$ cat src/sv/sdcp_pkg.sv
// Shared types, character codes and helpers for the serial display command parser.
// No dependencies; every file but sdcp_line_mem imports this package.
`default_nettype none

package sdcp_pkg;

	localparam int LINE_BYTES_DEF = 32;
	localparam int PREFIX_LEN     = 4;

	localparam logic [7:0] CH_NUL   = 8'h00;
	localparam logic [7:0] CH_TAB   = 8'h09;
	localparam logic [7:0] CH_LF    = 8'h0A;
	localparam logic [7:0] CH_CR    = 8'h0D;
	localparam logic [7:0] CH_SPACE = 8'h20;
	localparam logic [7:0] CH_PLUS  = 8'h2B;
	localparam logic [7:0] CH_COMMA = 8'h2C;
	localparam logic [7:0] CH_MINUS = 8'h2D;
	localparam logic [7:0] CH_ZERO  = 8'h30;
	localparam logic [7:0] CH_NINE  = 8'h39;
	localparam logic [7:0] CH_L     = 8'h4C;
	localparam logic [7:0] CH_C     = 8'h43;
	localparam logic [7:0] CH_D     = 8'h44;
	localparam logic [7:0] CH_COLON = 8'h3A;

	// Row-number reader: skip blanks, then sign or digits, then digits only.
	typedef enum logic [1:0] {
		PH_BLANK,
		PH_DIGIT,
		PH_DONE
	} parse_phase_t;

	typedef enum logic {
		EM_IDLE,
		EM_SHOW
	} emit_state_t;

	// Verdict on a finished line, valid with its newline.
	typedef struct packed {
		logic emit;
		logic row;
	} line_verdict_t;

	function automatic logic is_blank(input logic [7:0] c);
		return (c == CH_SPACE) || ((c >= CH_TAB) && (c <= CH_CR));
	endfunction

	function automatic logic is_digit(input logic [7:0] c);
		return (c >= CH_ZERO) && (c <= CH_NINE);
	endfunction

	function automatic logic [7:0] prefix_char(input logic [1:0] idx);
		logic [7:0] c;
		unique case (idx)
			2'd0: c = CH_L;
			2'd1: c = CH_C;
			2'd2: c = CH_D;
			default: c = CH_COLON;
		endcase
		return c;
	endfunction

	// Magnitude saturates at 2: anything above 1 is rejected anyway.
	function automatic logic [1:0] mag_step(input logic [1:0] mag, input logic [7:0] c);
		logic [7:0] d;
		d = c - CH_ZERO;
		if (mag != 2'd0)
			return 2'd2;
		else if (d >= 8'd2)
			return 2'd2;
		else
			return d[1:0];
	endfunction

endpackage

`default_nettype wire

$ cat src/sv/sdcp_line_mem.sv
// Line store: one write port, one read port with registered read data.
// Depends on nothing beyond its parameters.
`default_nettype none

module sdcp_line_mem #(
	parameter int DEPTH = 32,
	parameter int AW    = 5
) (
	input  wire logic          clk,
	input  wire logic          wr_en,
	input  wire logic [AW-1:0] wr_addr,
	input  wire logic [7:0]    wr_data,
	input  wire logic          rd_en,
	input  wire logic [AW-1:0] rd_addr,
	output logic      [7:0]    rd_data
);

	logic [7:0] mem [DEPTH];

	always_ff @(posedge clk) begin
		if (wr_en)
			mem[wr_addr] <= wr_data;
	end

	// Hold read data between reads so a stalled result stays put.
	always_ff @(posedge clk) begin
		if (rd_en)
			rd_data <= mem[rd_addr];
	end

endmodule

`default_nettype wire

$ cat src/sv/sdcp_line_scan.sv
// Byte intake: fill count, overflow flag and on-the-fly checks of prefix, comma and row.
// Depends on sdcp_pkg; drives the write port of sdcp_line_mem.
`default_nettype none

module sdcp_line_scan #(
	parameter int LINE_BYTES = 32,
	parameter int AW         = 5
) (
	input  wire logic                    clk,
	input  wire logic                    arst_n,
	input  wire logic                    fire,
	input  wire logic [7:0]              rx_byte,
	output logic                         wr_en,
	output logic      [AW-1:0]           wr_addr,
	output logic      [7:0]              wr_data,
	output sdcp_pkg::line_verdict_t      verdict,
	output logic      [AW-1:0]           text_start,
	output logic      [AW-1:0]           text_end
);

	import sdcp_pkg::*;

	localparam logic [AW-1:0] MaxFill = AW'(LINE_BYTES - 1);
	localparam logic [AW-1:0] PreLen  = AW'(PREFIX_LEN);

	logic [AW-1:0] fill_q;
	logic          ovf_q;
	logic          zero_seen_q;
	logic [AW-1:0] zero_idx_q;
	logic          pre_bad_q;
	logic          comma_found_q;
	logic [AW-1:0] comma_idx_q;
	parse_phase_t  phase_q;
	logic          neg_q;
	logic [1:0]    mag_q;

	logic is_cr, is_lf, data_byte, store, row_ok;

	assign is_cr     = rx_byte == CH_CR;
	assign is_lf     = rx_byte == CH_LF;
	assign data_byte = fire && !is_cr && !is_lf && !ovf_q;
	assign store     = data_byte && (fill_q != MaxFill);

	assign wr_en   = store;
	assign wr_addr = fill_q;
	assign wr_data = rx_byte;

	// Text runs from just past the comma to the first zero byte or the line end.
	assign text_end   = zero_seen_q ? zero_idx_q : fill_q;
	assign text_start = comma_idx_q + AW'(1);

	assign row_ok = (mag_q == 2'd0) || ((mag_q == 2'd1) && !neg_q);

	assign verdict.emit     = fire && is_lf && !ovf_q && (text_end >= PreLen) &&
	                          !pre_bad_q && comma_found_q && row_ok;
	assign verdict.row      = mag_q[0];

	always_ff @(posedge clk or negedge arst_n) begin
		if (!arst_n) begin
			fill_q        <= '0;
			ovf_q         <= 1'b0;
			zero_seen_q   <= 1'b0;
			pre_bad_q     <= 1'b0;
			comma_found_q <= 1'b0;
			phase_q       <= PH_BLANK;
			neg_q         <= 1'b0;
			mag_q         <= 2'd0;
		end else if (fire && is_lf) begin
			fill_q        <= '0;
			ovf_q         <= 1'b0;
			zero_seen_q   <= 1'b0;
			pre_bad_q     <= 1'b0;
			comma_found_q <= 1'b0;
			phase_q       <= PH_BLANK;
			neg_q         <= 1'b0;
			mag_q         <= 2'd0;
		end else if (data_byte && (fill_q == MaxFill)) begin
			ovf_q <= 1'b1;
		end else if (store) begin
			fill_q <= fill_q + AW'(1);
			if (!zero_seen_q) begin
				if (rx_byte == CH_NUL) begin
					zero_seen_q <= 1'b1;
				end else if (fill_q < PreLen) begin
					if (rx_byte != prefix_char(fill_q[1:0]))
						pre_bad_q <= 1'b1;
				end else if (!comma_found_q) begin
					if (rx_byte == CH_COMMA) begin
						comma_found_q <= 1'b1;
					end else begin
						unique case (phase_q)
							PH_BLANK: begin
								if (is_blank(rx_byte)) begin
									phase_q <= PH_BLANK;
								end else if (rx_byte == CH_PLUS || rx_byte == CH_MINUS) begin
									neg_q   <= rx_byte == CH_MINUS;
									phase_q <= PH_DIGIT;
								end else if (is_digit(rx_byte)) begin
									mag_q   <= mag_step(mag_q, rx_byte);
									phase_q <= PH_DIGIT;
								end else begin
									phase_q <= PH_DONE;
								end
							end
							PH_DIGIT: begin
								if (is_digit(rx_byte))
									mag_q <= mag_step(mag_q, rx_byte);
								else
									phase_q <= PH_DONE;
							end
							default: phase_q <= PH_DONE;
						endcase
					end
				end
			end
		end
	end

	// Position payloads need no reset.
	always_ff @(posedge clk) begin
		if (store && !zero_seen_q && rx_byte == CH_NUL)
			zero_idx_q <= fill_q;
		if (store && !zero_seen_q && rx_byte == CH_COMMA && !comma_found_q &&
		    !(fill_q < PreLen))
			comma_idx_q <= fill_q;
	end

	a_fill_bound: assert property (@(posedge clk) disable iff (!arst_n)
		fill_q <= MaxFill)
		else $error("fill count beyond line capacity");

	a_ovf_no_store: assert property (@(posedge clk) disable iff (!arst_n)
		ovf_q |-> !wr_en)
		else $error("byte stored into an overflowed line");

	a_comma_after_prefix: assert property (@(posedge clk) disable iff (!arst_n)
		comma_found_q |-> (comma_idx_q >= PreLen && comma_idx_q < fill_q))
		else $error("comma position outside the kept line");

endmodule

`default_nettype wire

$ cat src/sv/sdcp_emit.sv
// Result sequencer: walks stored text via the read port, one char a cycle while not stalled.
// Depends on sdcp_pkg; reads sdcp_line_mem.
`default_nettype none

module sdcp_emit #(
	parameter int AW = 5
) (
	input  wire logic                    clk,
	input  wire logic                    arst_n,
	input  wire sdcp_pkg::line_verdict_t verdict,
	input  wire logic [AW-1:0]           text_start,
	input  wire logic [AW-1:0]           text_end,
	output logic                         rd_en,
	output logic      [AW-1:0]           rd_addr,
	input  wire logic [7:0]              rd_data,
	output logic                         busy,
	output logic                         out_valid,
	input  wire logic                    out_stall,
	output logic                         display_row,
	output logic      [7:0]              text_char,
	output logic                         has_char,
	output logic                         last_of_run
);

	import sdcp_pkg::*;

	emit_state_t   state_q, state_nxt;
	logic [AW-1:0] ptr_q;
	logic [AW-1:0] end_q;
	logic          row_q;
	logic          has_q;
	logic          start, advance, last;

	assign start   = verdict.emit && (state_q == EM_IDLE);
	assign last    = !has_q || ({1'b0, ptr_q} + (AW+1)'(1) == {1'b0, end_q});
	assign advance = (state_q == EM_SHOW) && !out_stall && !last;

	always_comb begin
		state_nxt = state_q;
		unique case (state_q)
			EM_IDLE: if (verdict.emit) state_nxt = EM_SHOW;
			EM_SHOW: if (!out_stall && last) state_nxt = EM_IDLE;
			default: state_nxt = EM_IDLE;
		endcase
	end

	always_comb begin
		rd_en   = 1'b0;
		rd_addr = ptr_q + AW'(1);
		unique case (state_q)
			EM_IDLE: begin
				rd_en   = start;
				rd_addr = text_start;
			end
			EM_SHOW: rd_en = advance;
			default: rd_en = 1'b0;
		endcase
	end

	always_ff @(posedge clk or negedge arst_n) begin
		if (!arst_n)
			state_q <= EM_IDLE;
		else
			state_q <= state_nxt;
	end

	always_ff @(posedge clk) begin
		if (start) begin
			ptr_q <= text_start;
			end_q <= text_end;
			row_q <= verdict.row;
			has_q <= text_start != text_end;
		end else if (advance) begin
			ptr_q <= ptr_q + AW'(1);
		end
	end

	assign busy        = state_q != EM_IDLE;
	assign out_valid   = state_q == EM_SHOW;
	assign display_row = row_q;
	assign has_char    = has_q;
	assign text_char   = has_q ? rd_data : CH_NUL;
	assign last_of_run = last;

	a_start_idle: assert property (@(posedge clk) disable iff (!arst_n)
		verdict.emit |-> state_q == EM_IDLE)
		else $error("new line verdict while a run is still going out");

	a_ptr_in_text: assert property (@(posedge clk) disable iff (!arst_n)
		(out_valid && has_q) |-> ptr_q < end_q)
		else $error("read pointer past end of text");

	a_run_ends: assert property (@(posedge clk) disable iff (!arst_n)
		(out_valid && !out_stall && last_of_run) |=> !out_valid)
		else $error("results continue after the final one");

endmodule

`default_nettype wire

$ cat src/sv/serial_display_command_parser.sv
// Top level of the serial display command parser: byte intake, line store and result sequencer.
// Depends on sdcp_pkg, sdcp_line_scan, sdcp_line_mem and sdcp_emit.
`default_nettype none

// Receives serial bytes and turns lines of the form "LCD:<row>,<text>" into a run of
// characters for display row 0 or 1. Carriage returns are dropped; other bytes are kept
// in a LINE_BYTES-entry line memory, at most LINE_BYTES-1 per line, and a longer line is
// discarded through its newline. Prefix, first comma, first zero byte and the atoi-style
// row number are tracked as bytes arrive, so the newline is judged with no scan of the
// memory. Every non-newline byte is one transaction. A newline of a line that passes
// starts the run; in_stall stays high from the next cycle until the last result of the
// run has been taken. Results come one per cycle while out_stall is low, from the line
// memory's single registered read port, first result in the cycle after the newline;
// a line with k text characters gives k results, and empty text gives a single result
// with has_char low. A rejected or overflowed line gives no result and costs nothing
// beyond its newline transaction.
// The line memory needs no clearing: only entries written in the current line are read.

module serial_display_command_parser #(
	parameter int LINE_BYTES = sdcp_pkg::LINE_BYTES_DEF
) (
	input  wire logic       clk,
	input  wire logic       arst_n,
	input  wire logic       in_valid,
	output logic            in_stall,
	input  wire logic [7:0] rx_byte,
	output logic            out_valid,
	input  wire logic       out_stall,
	output logic            display_row,
	output logic      [7:0] text_char,
	output logic            has_char,
	output logic            last_of_run
);

	import sdcp_pkg::*;

	localparam int AW = $clog2(LINE_BYTES);

	line_verdict_t verdict;
	logic          fire;
	logic          busy;
	logic          wr_en;
	logic [AW-1:0] wr_addr;
	logic [7:0]    wr_data;
	logic          rd_en;
	logic [AW-1:0] rd_addr;
	logic [7:0]    rd_data;
	logic [AW-1:0] text_start;
	logic [AW-1:0] text_end;

	// Hold off input while a run goes out; the store is never written then.
	assign in_stall = busy;
	assign fire     = in_valid && !in_stall;

	sdcp_line_scan #(
		.LINE_BYTES (LINE_BYTES),
		.AW         (AW)
	) u_scan (
		.clk        (clk),
		.arst_n     (arst_n),
		.fire       (fire),
		.rx_byte    (rx_byte),
		.wr_en      (wr_en),
		.wr_addr    (wr_addr),
		.wr_data    (wr_data),
		.verdict    (verdict),
		.text_start (text_start),
		.text_end   (text_end)
	);

	sdcp_line_mem #(
		.DEPTH   (LINE_BYTES),
		.AW      (AW)
	) u_mem (
		.clk     (clk),
		.wr_en   (wr_en),
		.wr_addr (wr_addr),
		.wr_data (wr_data),
		.rd_en   (rd_en),
		.rd_addr (rd_addr),
		.rd_data (rd_data)
	);

	sdcp_emit #(
		.AW          (AW)
	) u_emit (
		.clk         (clk),
		.arst_n      (arst_n),
		.verdict     (verdict),
		.text_start  (text_start),
		.text_end    (text_end),
		.rd_en       (rd_en),
		.rd_addr     (rd_addr),
		.rd_data     (rd_data),
		.busy        (busy),
		.out_valid   (out_valid),
		.out_stall   (out_stall),
		.display_row (display_row),
		.text_char   (text_char),
		.has_char    (has_char),
		.last_of_run (last_of_run)
	);

	// Reads and writes of the store never overlap, so no forwarding is needed.
	a_no_write_in_run: assert property (@(posedge clk) disable iff (!arst_n)
		wr_en |-> !out_valid && !rd_en)
		else $error("line store written while a run is going out");

	a_newline_starts_run: assert property (@(posedge clk) disable iff (!arst_n)
		verdict.emit |=> out_valid && in_stall)
		else $error("accepted line did not start a run");

	a_empty_single: assert property (@(posedge clk) disable iff (!arst_n)
		(out_valid && !has_char) |-> last_of_run && text_char == CH_NUL)
		else $error("empty-text result malformed");

endmodule

`default_nettype wire
$ cat config.mk
export PLATFORM = sky130hd
export DESIGN_NAME = serial_display_command_parser
export DESIGN_NICKNAME = d
export VERILOG_FILES = /design/src/sv/sdcp_pkg.sv /design/src/sv/sdcp_line_mem.sv /design/src/sv/sdcp_line_scan.sv /design/src/sv/sdcp_emit.sv /design/src/sv/serial_display_command_parser.sv
export SDC_FILE = /design/constraint.sdc
export NUM_CORES = 1
export LEC_CHECK = 0
export BUFFER_PORTS_ARGS = -buffer_cell sky130_fd_sc_hd__clkbuf_2
export CAP_MARGIN = 20
export CORE_UTILIZATION = 30
export CTS_CLUSTER_SIZE = 14
export DETAILED_ROUTE_END_ITERATION = 12
export PLACE_DENSITY = 0.52
export SETUP_SLACK_MARGIN = 0.2
export SYNTH_ARGS = -nofsm -noshare
export SYNTH_HDL_FRONTEND = slang
export SYNTH_HIERARCHICAL = 1
export SYNTH_SLANG_ARGS = --single-unit
$ cat constraint.sdc
create_clock -name clk -period 3.7 [get_ports clk]
set_input_delay 0.74 -clock clk [delete_from_list [all_inputs] [get_ports clk]]
set_output_delay 0.74 -clock clk [all_outputs]
set_load 0.01 [all_outputs]
== After elaboration in Yosys (flattened, before gate mapping) ==
Memory sizes are Yosys's and may differ from the RTL's. A register that Yosys moved wholly into a read port is not among the register bits.
Cells that the tools add are included.

* Bits in registers: 37
* Memory bits (writable): 256
* Input port bits: 12
* Logic and storage cells: 194
* Memories kept: 1

* $add $sub $neg: 5
* Magnitude comparators: 7
* Equality and inequality tests: 25
* Multiplexer cells: 81
* Bitwise operators: 1
* Reduce and logical (&&, ||, !) cells: 59

{| class="wikitable"
|+ Memories
! memory !! depth !! bits a word !! rd ports !! clocked after Yosys merged registers in !! write ports !! RTL line !! source
|-
| u_mem.mem || 32 || 8 || 1 || 1 || 1 || sdcp_line_mem.sv:18 || <nowiki>logic [7:0] mem [DEPTH];</nowiki>
|}

{| class="wikitable"
|+ Operators with widths
! operator !! count
|-
| $mux 8 || 7
|-
| $mux 2 || 25
|-
| $mux 1 || 37
|-
| $mux 5 || 7
|-
| $eq 8x6->1 const B || 4
|-
| $logic_and 1x1->1 || 24
|-
| $pmux 7 s3 || 1
|-
| $reduce_and 10->1 || 2
|-
| $eq 8x4->1 const B || 2
|-
| $reduce_bool 2->1 || 8
|-
| $add 5x1->5 const B || 3
|-
| $logic_not 1->1 || 12
|-
| $ne 2x1->1 const B || 5
|-
| $ne 3x2->1 const B || 3
|-
| $ge 8x2->1 const B || 1
|-
| $ge 8x4->1 const B || 1
|-
| $ge 8x6->1 const B || 1
|-
| $le 8x4->1 const B || 1
|-
| $le 8x6->1 const B || 1
|-
| $logic_not 8->1 || 1
|-
| $ne 8x8->1 || 1
|-
| $pmux 2 s2 || 2
|-
| $reduce_and 8->1 || 1
|-
| $sub 8x6->8 const B || 1
|-
| 18 further kinds || 27
|}

== Depth between registers and ports, before layout ==
Gate-level depths: netlist of the first run.

* Word-level depth: 17
* Depth in mapped cells: 9
* Mapped depth without buffers: 8

== By module ==
Netlist of the first run, hierarchy kept.

{| class="wikitable"
|+ By module, submodules not included
! module !! instances !! cells each !! area an instance (um^2) !! seq. area each (um^2)
|-
| sdcp_line_mem || 1 || 417 || 10133.5 || 7927.6
|-
| sdcp_line_scan || 1 || 172 || 1646.6 || 650.6
|-
| sdcp_emit || 1 || 74 || 814.5 || 385.4
|-
| serial_display_command_parser || 1 || 1 || 13.8 || 0.0
|}

== Least setup slack after synthesis of the first run ==
OpenSTA, ideal clock, no wires.

* Path kind: register to register
* Start: reg u_scan.fill_q[0] (netlist: u_scan/wr_addr[0])
* End: mem u_mem.mem[0][0] (enable)
* Arrival time: 2909 ps
* Setup slack: 421 ps
* Stages on the path, launching flop included: 10
* Buffers on the path: 2
* Clock period less this slack: 3279 ps
* Path through: dfrtp_1 -> ha_1 -> and3_1 -> ha_1 -> or3b_1 -> buf_2 -> nor2_1 -> or3b_2 -> clkbuf_1 -> nor2_1

* Cells in the longest elaborated chain, start to end: 4

{| class="wikitable"
|+ RTL lines
! item !! RTL line !! source
|-
| from (decl) || sdcp_line_scan.sv:26 || <nowiki>logic [AW-1:0] fill_q;</nowiki>
|-
| from (signal assigned) || sdcp_line_scan.sv:80 || <nowiki>fill_q <= fill_q + AW'(1);</nowiki>
|-
| $ne 5x5->1 || sdcp_line_scan.sv:42 || <nowiki>assign store = data_byte && (fill_q != MaxFill);</nowiki>
|-
| $logic_and 1x1->1 || sdcp_line_scan.sv:42 ||
|-
| net wr_en || serial_display_command_parser.sv:42 || <nowiki>logic wr_en;</nowiki>
|-
| $mux 1 || sdcp_line_mem.sv:21 || <nowiki>if (wr_en)</nowiki>
|-
| $mux 1 (implied by the code) || sdcp_line_mem.sv:22 || <nowiki>mem[wr_addr] <= wr_data;</nowiki>
|-
| to (decl) || sdcp_line_mem.sv:18 ||
|}

The timed path passes the listed nets, and every way through them passes these cells.

== Worst setup path in the final report of the first run ==
* Start: reg u_scan.fill_q[1] (netlist: u_scan/wr_addr[1])
* End: mem u_mem.mem[28][2] (enable)

The elaborated chain is that of the path after synthesis.

==> results.json, run 1 <==
{
  "run_status": "complete, no violations",
  "ys_warn_count": 6,
  "grt.total_usage_pct": 13.1,
  "pin_count": 25,
  "die_w_um": 207,
  "path_max_fanout": 11,
  "timing_worst_setup_path_type": "register to register",
  "utilization_pct": 36.1,
  "period_minus_slack_ns": 3.35,
  "drt_pass1_iterations": 7,
  "synth.yosys.seq_area_share_pct": 71.1,
  "hold_viol": 0,
  "place_congestion": 0.778,
  "postCtsHoldBufs": 0,
  "power_density_mw_per_mm2": 546,
  "fp.dieH_um": 207,
  "rsz0062_at_grt": "no",
  "cts-buffers-inserted": 34,
  "drive_above_1_share_pct": 30.7,
  "design.die.area_mm2": 0.0429,
  "remaining_drc_errors": 0,
  "ff2ff_setup_slack_ns": 0.35,
  "syn_avg_cell_area_um2": 19.0,
  "num-nets-final": 765,
  "syn_nets": 684,
  "num_rows": 74,
  "htree_levels": 2,
  "max_freq_mhz": 298,
  "clock-sinks": 301,
  "ys.flop_type": "edfxtp_1",
  "worst_pin_slew_ns": 0.755,
  "insertedDiodeCount": 0,
  "synth_top_cell_area_share_pct": 68.1,
  "cts-root-buf": "clkbuf_16",
  "layout_commonest_cell": "edfxtp_1",
  "hpwl_mm": 17.6,
  "ctsResizeCount": 0,
  "cp_data_arrival_time_ns": 3.48,
  "final-setup-viol-count": 0,
  "fin_crit_sh_pct": 90.6,
  "crit_path_start_kind": "register",
  "area_growth_syn_to_layout_pct": 17.6,
  "ys_seq_elements": 301,
  "grt_pass1_vias": 6513,
  "fin_setup_tns_ns": 0,
  "wire_per_inst_um": 21.3,
  "skew_ns": 0.0131,
  "overflow": 0,
  "clkTransAtPathRegs_ns": 0.06,
  "syn_area_mm2": 0.0126,
  "p_leak_uw": 0.00487,
  "mostFrequentLayoutCells": "286 x edfxtp_1, 80 x mux4_2, 55 x buf_4, 52 x nor2_1, 37 x clkbuf_16",
  "synth-async-reset-ratio_pct": 4.98,
  "synthTopCellsByArea": "edfxtp_1 68%, mux4_2 14%, dfrtp_1 3.0%, nor2_1 1.5%, mux2_2 1.2%",
  "io_buffers": 24,
  "grt_pass1_wl_mm": 42.1,
  "pre_cts_ws_ns": 0.297,
  "crit_slowest_cell": "nor2_1",
  "crit_required_ns": 3.83,
  "route.vias.total": 6330,
  "cts_tree": "built",
  "hold_path.class": "input port to asynchronous set/reset pin",
  "syn_inst": 664,
  "wl_mm": 27.7,
  "ant_nets": 0,
  "insertion_delay_ns": 0.50,
  "crit_chain": "ha_1, and3_1, ha_1, or3b_1, nor2_1, or3b_2, nor2_1",
  "antenna_found_initial": 0,
  "core-area_mm2": 0.0411,
  "cap_violations": 0,
  "initial_core_util_pct": 30.7,
  "synth_cell_types": 57,
  "n_fill_cell": 3861,
  "clockBufferDepth": 3,
  "cpPeakStageDelay_ns": 0.58,
  "path_delay_family": "simple AND/OR/NAND/NOR gates",
  "slew_violations": 0,
  "synth_area_leader_cell": "edfxtp_1",
  "cts_setup_buffers": 0,
  "relSlewSlack_pct": 49.7,
  "vias_per_cell": 4.87,
  "crit_path_end_kind": "register",
  "peakVddDrop_mv": 0.278,
  "drt_iter0_drc": 492,
  "grt_max_degree": 65,
  "cp_num_buf_inv": 0,
  "synth-edff-count": 286,
  "setup_slack_ns": 0.347
}
## cell type report
class                      count  area [µm²]  area share [%]
multi-input combinational    313        3410            23.0
tap                          532         666            4.49
sequential                   301        8960            60.5
clock buffer                  49         971            6.55
clock inverter                10         121           0.819
timing repair buffer          85         653            4.41
inverter                      10        37.5           0.253
## registers in the layout, indices dropped and copies added (netlist names)
name / count
u_mem/mem: 256
u_mem/rd_data: 8
u_emit/end_q: 5
u_emit/ptr_q: 5
u_scan/comma_idx_q: 5
u_scan/wr_addr: 5
u_scan/zero_idx_q: 5
u_scan/mag_q: 2
u_scan/phase_q: 2
u_emit/busy: 1
u_emit/display_row: 1
u_emit/has_char: 1
u_scan/comma_found_q: 1
u_scan/neg_q: 1
u_scan/ovf_q: 1
u_scan/pre_bad_q: 1
u_scan/zero_seen_q: 1
## power breakdown
part           switching, µW  total, µW  internal [µW]
Combinational            513        807            294
Sequential              61.2       4000           3940
Clock                   1260       3280           2030
## cells in the mapped netlist, drive strengths merged, types with 2 or more instances
library cell / instances
o41ai: 2
a2111oi: 3
nand3b: 5
xnor2: 10
mux2i: 4
ha: 8
a31oi: 4
nand2b: 3
nor3: 9
o21ai: 13
o31ai: 2
xor2: 7
nor4: 5
nand2: 18
or3b: 5
o21a: 2
edfxtp: 286
nand3: 14
dfrtp: 15
nor3b: 2
nor2: 52
nor4b: 2
a21oi: 10
and3: 2
inv: 10
or3: 3
nor2b: 6
mux4: 80
mux2: 13
and2: 12
clkbuf: 13
o211ai: 3
xnor3: 2
buf: 27
## layer usage
layer	share of wire, %	track usage [%]	wire (µm)	vias up
li1	-	-	-	2838
met1	48	19.0	13200	3330
met2	47	20.3	12900	130
met3	4.1	2.06	1120	32
met4	1.7	3.78	464	0
met5	0	0	0	-
## cell families (layout without fill, tap and decap cells)
| family | Yosys count | after routing | synth area share [%] |
|---|---|---|---|
| AO/OA/AOI/OAI | 46 | 46 | 2.77 |
| XOR/XNOR | 19 | 19 | 1.54 |
| adder cells (fa/ha/maj) | 8 | 8 | 0.794 |
| buffers and inverters | 50 | 154 | 2.07 |
| flip-flops | 301 | 301 | 71.1 |
| multiplexers | 97 | 97 | 15.8 |
| AND/OR/NAND/NOR | 143 | 143 | 5.96 |
## final timing paths
check	depth (start not counted)	startpoint	end
max	7	u_scan/wr_addr[1]	u_mem/mem[28][2]
min	1	arst_n	u_emit/busy
max reg2reg	7	u_scan/wr_addr[1]	u_mem/mem[28][2]
min reg2reg	2	u_scan/ovf_q	u_scan/ovf_q
max in group asynchronous	1	arst_n	u_scan/wr_addr[1]
min in group clk	3	out_stall	u_emit/busy
## through the flow
step	power (µW)	cell area (µm²)	hold slack (ns)	cells
after floorplan	4550	12600	0.444	664
after global placement	4880	13700	0.502	1241
after detailed placement	4890	13700	0.506	1241
after CTS	8190	14800	0.196	1300
after global routing	8390	14800	0.202	1300
final	8090	14800	0.180	1300
Note: power is estimated with default switching activity, not from simulation.
==> run 2, diff against run 1 <==
--- a/config.mk
+++ b/config.mk
@@ -14,5 +14,4 @@
 export SETUP_SLACK_MARGIN = 0.2
 export SYNTH_ARGS = -nofsm -noshare
 export SYNTH_HDL_FRONTEND = slang
-export SYNTH_HIERARCHICAL = 1
 export SYNTH_SLANG_ARGS = --single-unit
==> run 2 against run 1 <==
Against the previous run:
- critical path depth decreased by 1
- sequential cell count unchanged
- combinational power increased by 11%
==> results.json, run 2 <==
{
  "run_status": "complete, no violations",
  "insertedDiodeCount": 0,
  "grt_max_degree": 124,
  "crit_path_end_kind": "output port",
  "htree_levels": 2,
  "syn_area_mm2": 0.0144,
  "synth_cell_types": 65,
  "syn_avg_cell_area_um2": 11.9,
  "fp.dieH_um": 221,
  "top_register": "u_mem.mem",
  "route.vias.total": 10600,
  "wire_per_inst_um": 23.9,
  "grt.total_usage_pct": 18.6,
  "ctsResizeCount": 0,
  "rsz0062_at_grt": "no",
  "ys_seq_elements": 301,
  "hold_viol": 0,
  "peakVddDrop_mv": 0.262,
  "p_seq_share_pct": 49.7,
  "final-setup-viol-count": 0,
  "largest_reg_flops": 256,
  "ys_warn_count": 0,
  "power_density_mw_per_mm2": 487,
  "antenna_found_initial": 3,
  "relSlewSlack_pct": 35.7,
  "core-area_mm2": 0.0470,
  "max_freq_mhz": 301,
  "grt_pass1_wl_mm": 67.8,
  "cts_tree": "built",
  "path_max_fanout": 7,
  "design.die.area_mm2": 0.0488,
  "hpwl_mm": 29.0,
  "insertion_delay_ns": 0.53,
  "power_frac_clock_pct": 39.2,
  "hold_path.class": "input port to asynchronous set/reset pin",
  "num_rows": 79,
  "drive_above_1_share_pct": 14.9,
  "synth_area_leader_cell": "edfxtp_1",
  "crit_path_start_kind": "register",
  "remaining_drc_errors": 0,
  "reg.largest.list": "u_mem.mem (256), u_mem.rd_data (8)",
  "syn_nets": 1233,
  "slew_violations": 0,
  "initial_core_util_pct": 30.6,
  "clockBufferDepth": 3,
  "fin_crit_sh_pct": 89.7,
  "layout_commonest_cell": "edfxtp_1",
  "worst_pin_slew_ns": 0.961,
  "io_buffers": 24,
  "p_sw_uw": 2070,
  "clkTransAtPathRegs_ns": 0.06,
  "crit_required_ns": 2.96,
  "yosysMostFrequentCell": "edfxtp_1",
  "ant_nets": 0,
  "vias_per_cell": 5.52,
  "syn_inst": 1213,
  "clock-sinks": 301,
  "share_comb_of_total_power_pct": 11.0,
  "overflow": 0,
  "cts-root-buf": "clkbuf_16",
  "cap_violations": 0,
  "period_minus_slack_ns": 3.32,
  "die_w_um": 221,
  "num-nets-final": 1303,
  "ys.flop_type": "edfxtp_1",
  "skew_ns": 0.0147,
  "p_leak_uw": 0.00539,
  "timing_worst_setup_path_type": "register to output port",
  "design_area_mm2": 0.0167,
  "total_power_uw": 8140,
  "mostFrequentLayoutCells": "286 x edfxtp_1, 162 x o21ai_0, 101 x nor2b_1, 97 x buf_4, 95 x nor2_1",
  "utilization_pct": 35.6,
  "fin_setup_tns_ns": 0,
  "area_growth_syn_to_layout_pct": 16.3,
  "power_switching_share_pct": 25.4,
  "pre_cts_ws_ns": 0.477,
  "synthTopCellsByArea": "edfxtp_1 60%, o21ai_0 5.6%, nor2b_1 4.4%, o22ai_1 2.8%, dfrtp_1 2.6%",
  "synth_top_cell_area_share_pct": 59.7,
  "grt_pass1_vias": 10200,
  "setup_slack_ns": 0.380,
  "pin_count": 25,
  "cp_data_arrival_time_ns": 2.58,
  "place_congestion": 0.834,
  "wl_mm": 45.6,
  "synth.yosys.seq_area_share_pct": 62.3,
  "drt_pass1_iterations": 7,
  "synth-async-reset-ratio_pct": 4.98,
  "cts-buffers-inserted": 37,
  "placed_cell_area_mm2": 0.0157,
  "internal_power_uw": 6080,
  "cts_setup_buffers": 0,
  "synth_common_cells": "286 x edfxtp_1, 162 x o21ai_0, 102 x nor2b_1, 95 x nor2_1, 66 x clkbuf_1",
  "synth-edff-count": 286,
  "drt_iter0_drc": 1065,
  "postCtsHoldBufs": 0
}
run 2: metrics by stage:
stage | hold slack, ns | instances
final | 0.139 | 1912
after global routing | 0.161 | 1912
after CTS | 0.132 | 1912
after detailed placement | 0.499 | 1851
after global placement | 0.487 | 1851
after floorplan | 0.444 | 1213
run 2: path summary, 6_finish.rpt:
| path | from | end | slack (ns) | cells past startpoint |
|---|---|---|---|---|
| max reg2reg | u_scan.comma_idx_q[0] | u_mem.rd_data[3] | 0.46 | 8 |
| min | arst_n | u_scan.wr_addr[4] | 0.14 | 1 |
| min reg2reg | u_scan.pre_bad_q | u_scan.pre_bad_q | 0.51 | 2 |
| max in group asynchronous | arst_n | u_emit.busy | 3.24 | 1 |
| min in group clk | u_scan.pre_bad_q | u_scan.pre_bad_q | 0.51 | 2 |
| max | u_emit.ptr_q[0] | last_of_run | 0.38 | 6 |
run 2: layout make-up:
cell class | instances | area [µm²]
clock buffers | 45 | 966
multi-input cells | 805 | 5010
inverters | 15 | 56.3
well taps | 607 | 759
flip-flops and latches | 301 | 8960
clock inverters | 16 | 72.6
repair buffers | 123 | 888
fillers | 4557 | 30200
run 2: per-layer routing:
| metal | wire length, µm | up-vias | global-route usage [%] |
|---|---|---|---|
| li1 | - | 4824 | - |
| met1 | 20500 | 5235 | 26.0 |
| met2 | 20500 | 409 | 28.6 |
| met3 | 3300 | 83 | 3.59 |
| met4 | 1350 | 4 | 6.84 |
| met5 | 18 | - | 0 |
run 2: power groups by stage:
stage                     clock network [µW]  logic [µW]  registers [µW]
final                                   3190         899            4050
after global routing                    3380         977            4070
after CTS                               3240         899            4050
after detailed placement                   0         895            4110
after global placement                     0         891            4110
after floorplan                            0         475            4100
run 2: logic make-up after synthesis:
logic type	Yosys count	share of synthesized area [%]
flops	301	62.3
simple gates	355	13.3
mux	12	0.966
fa+ha+maj	8	0.696
compound gates	408	18.3
xor+xnor	22	1.34
buf+inv	107	3.03
run 2: worst max-delay path, stage by stage, from the launching register on:
cell	delay, ns
edfxtp_1	0.51
ha_1	0.58
xnor2_1	0.16
o211ai_1	0.14
o41ai_2	0.35
buf_4	0.17
clkbuf_2	0.14
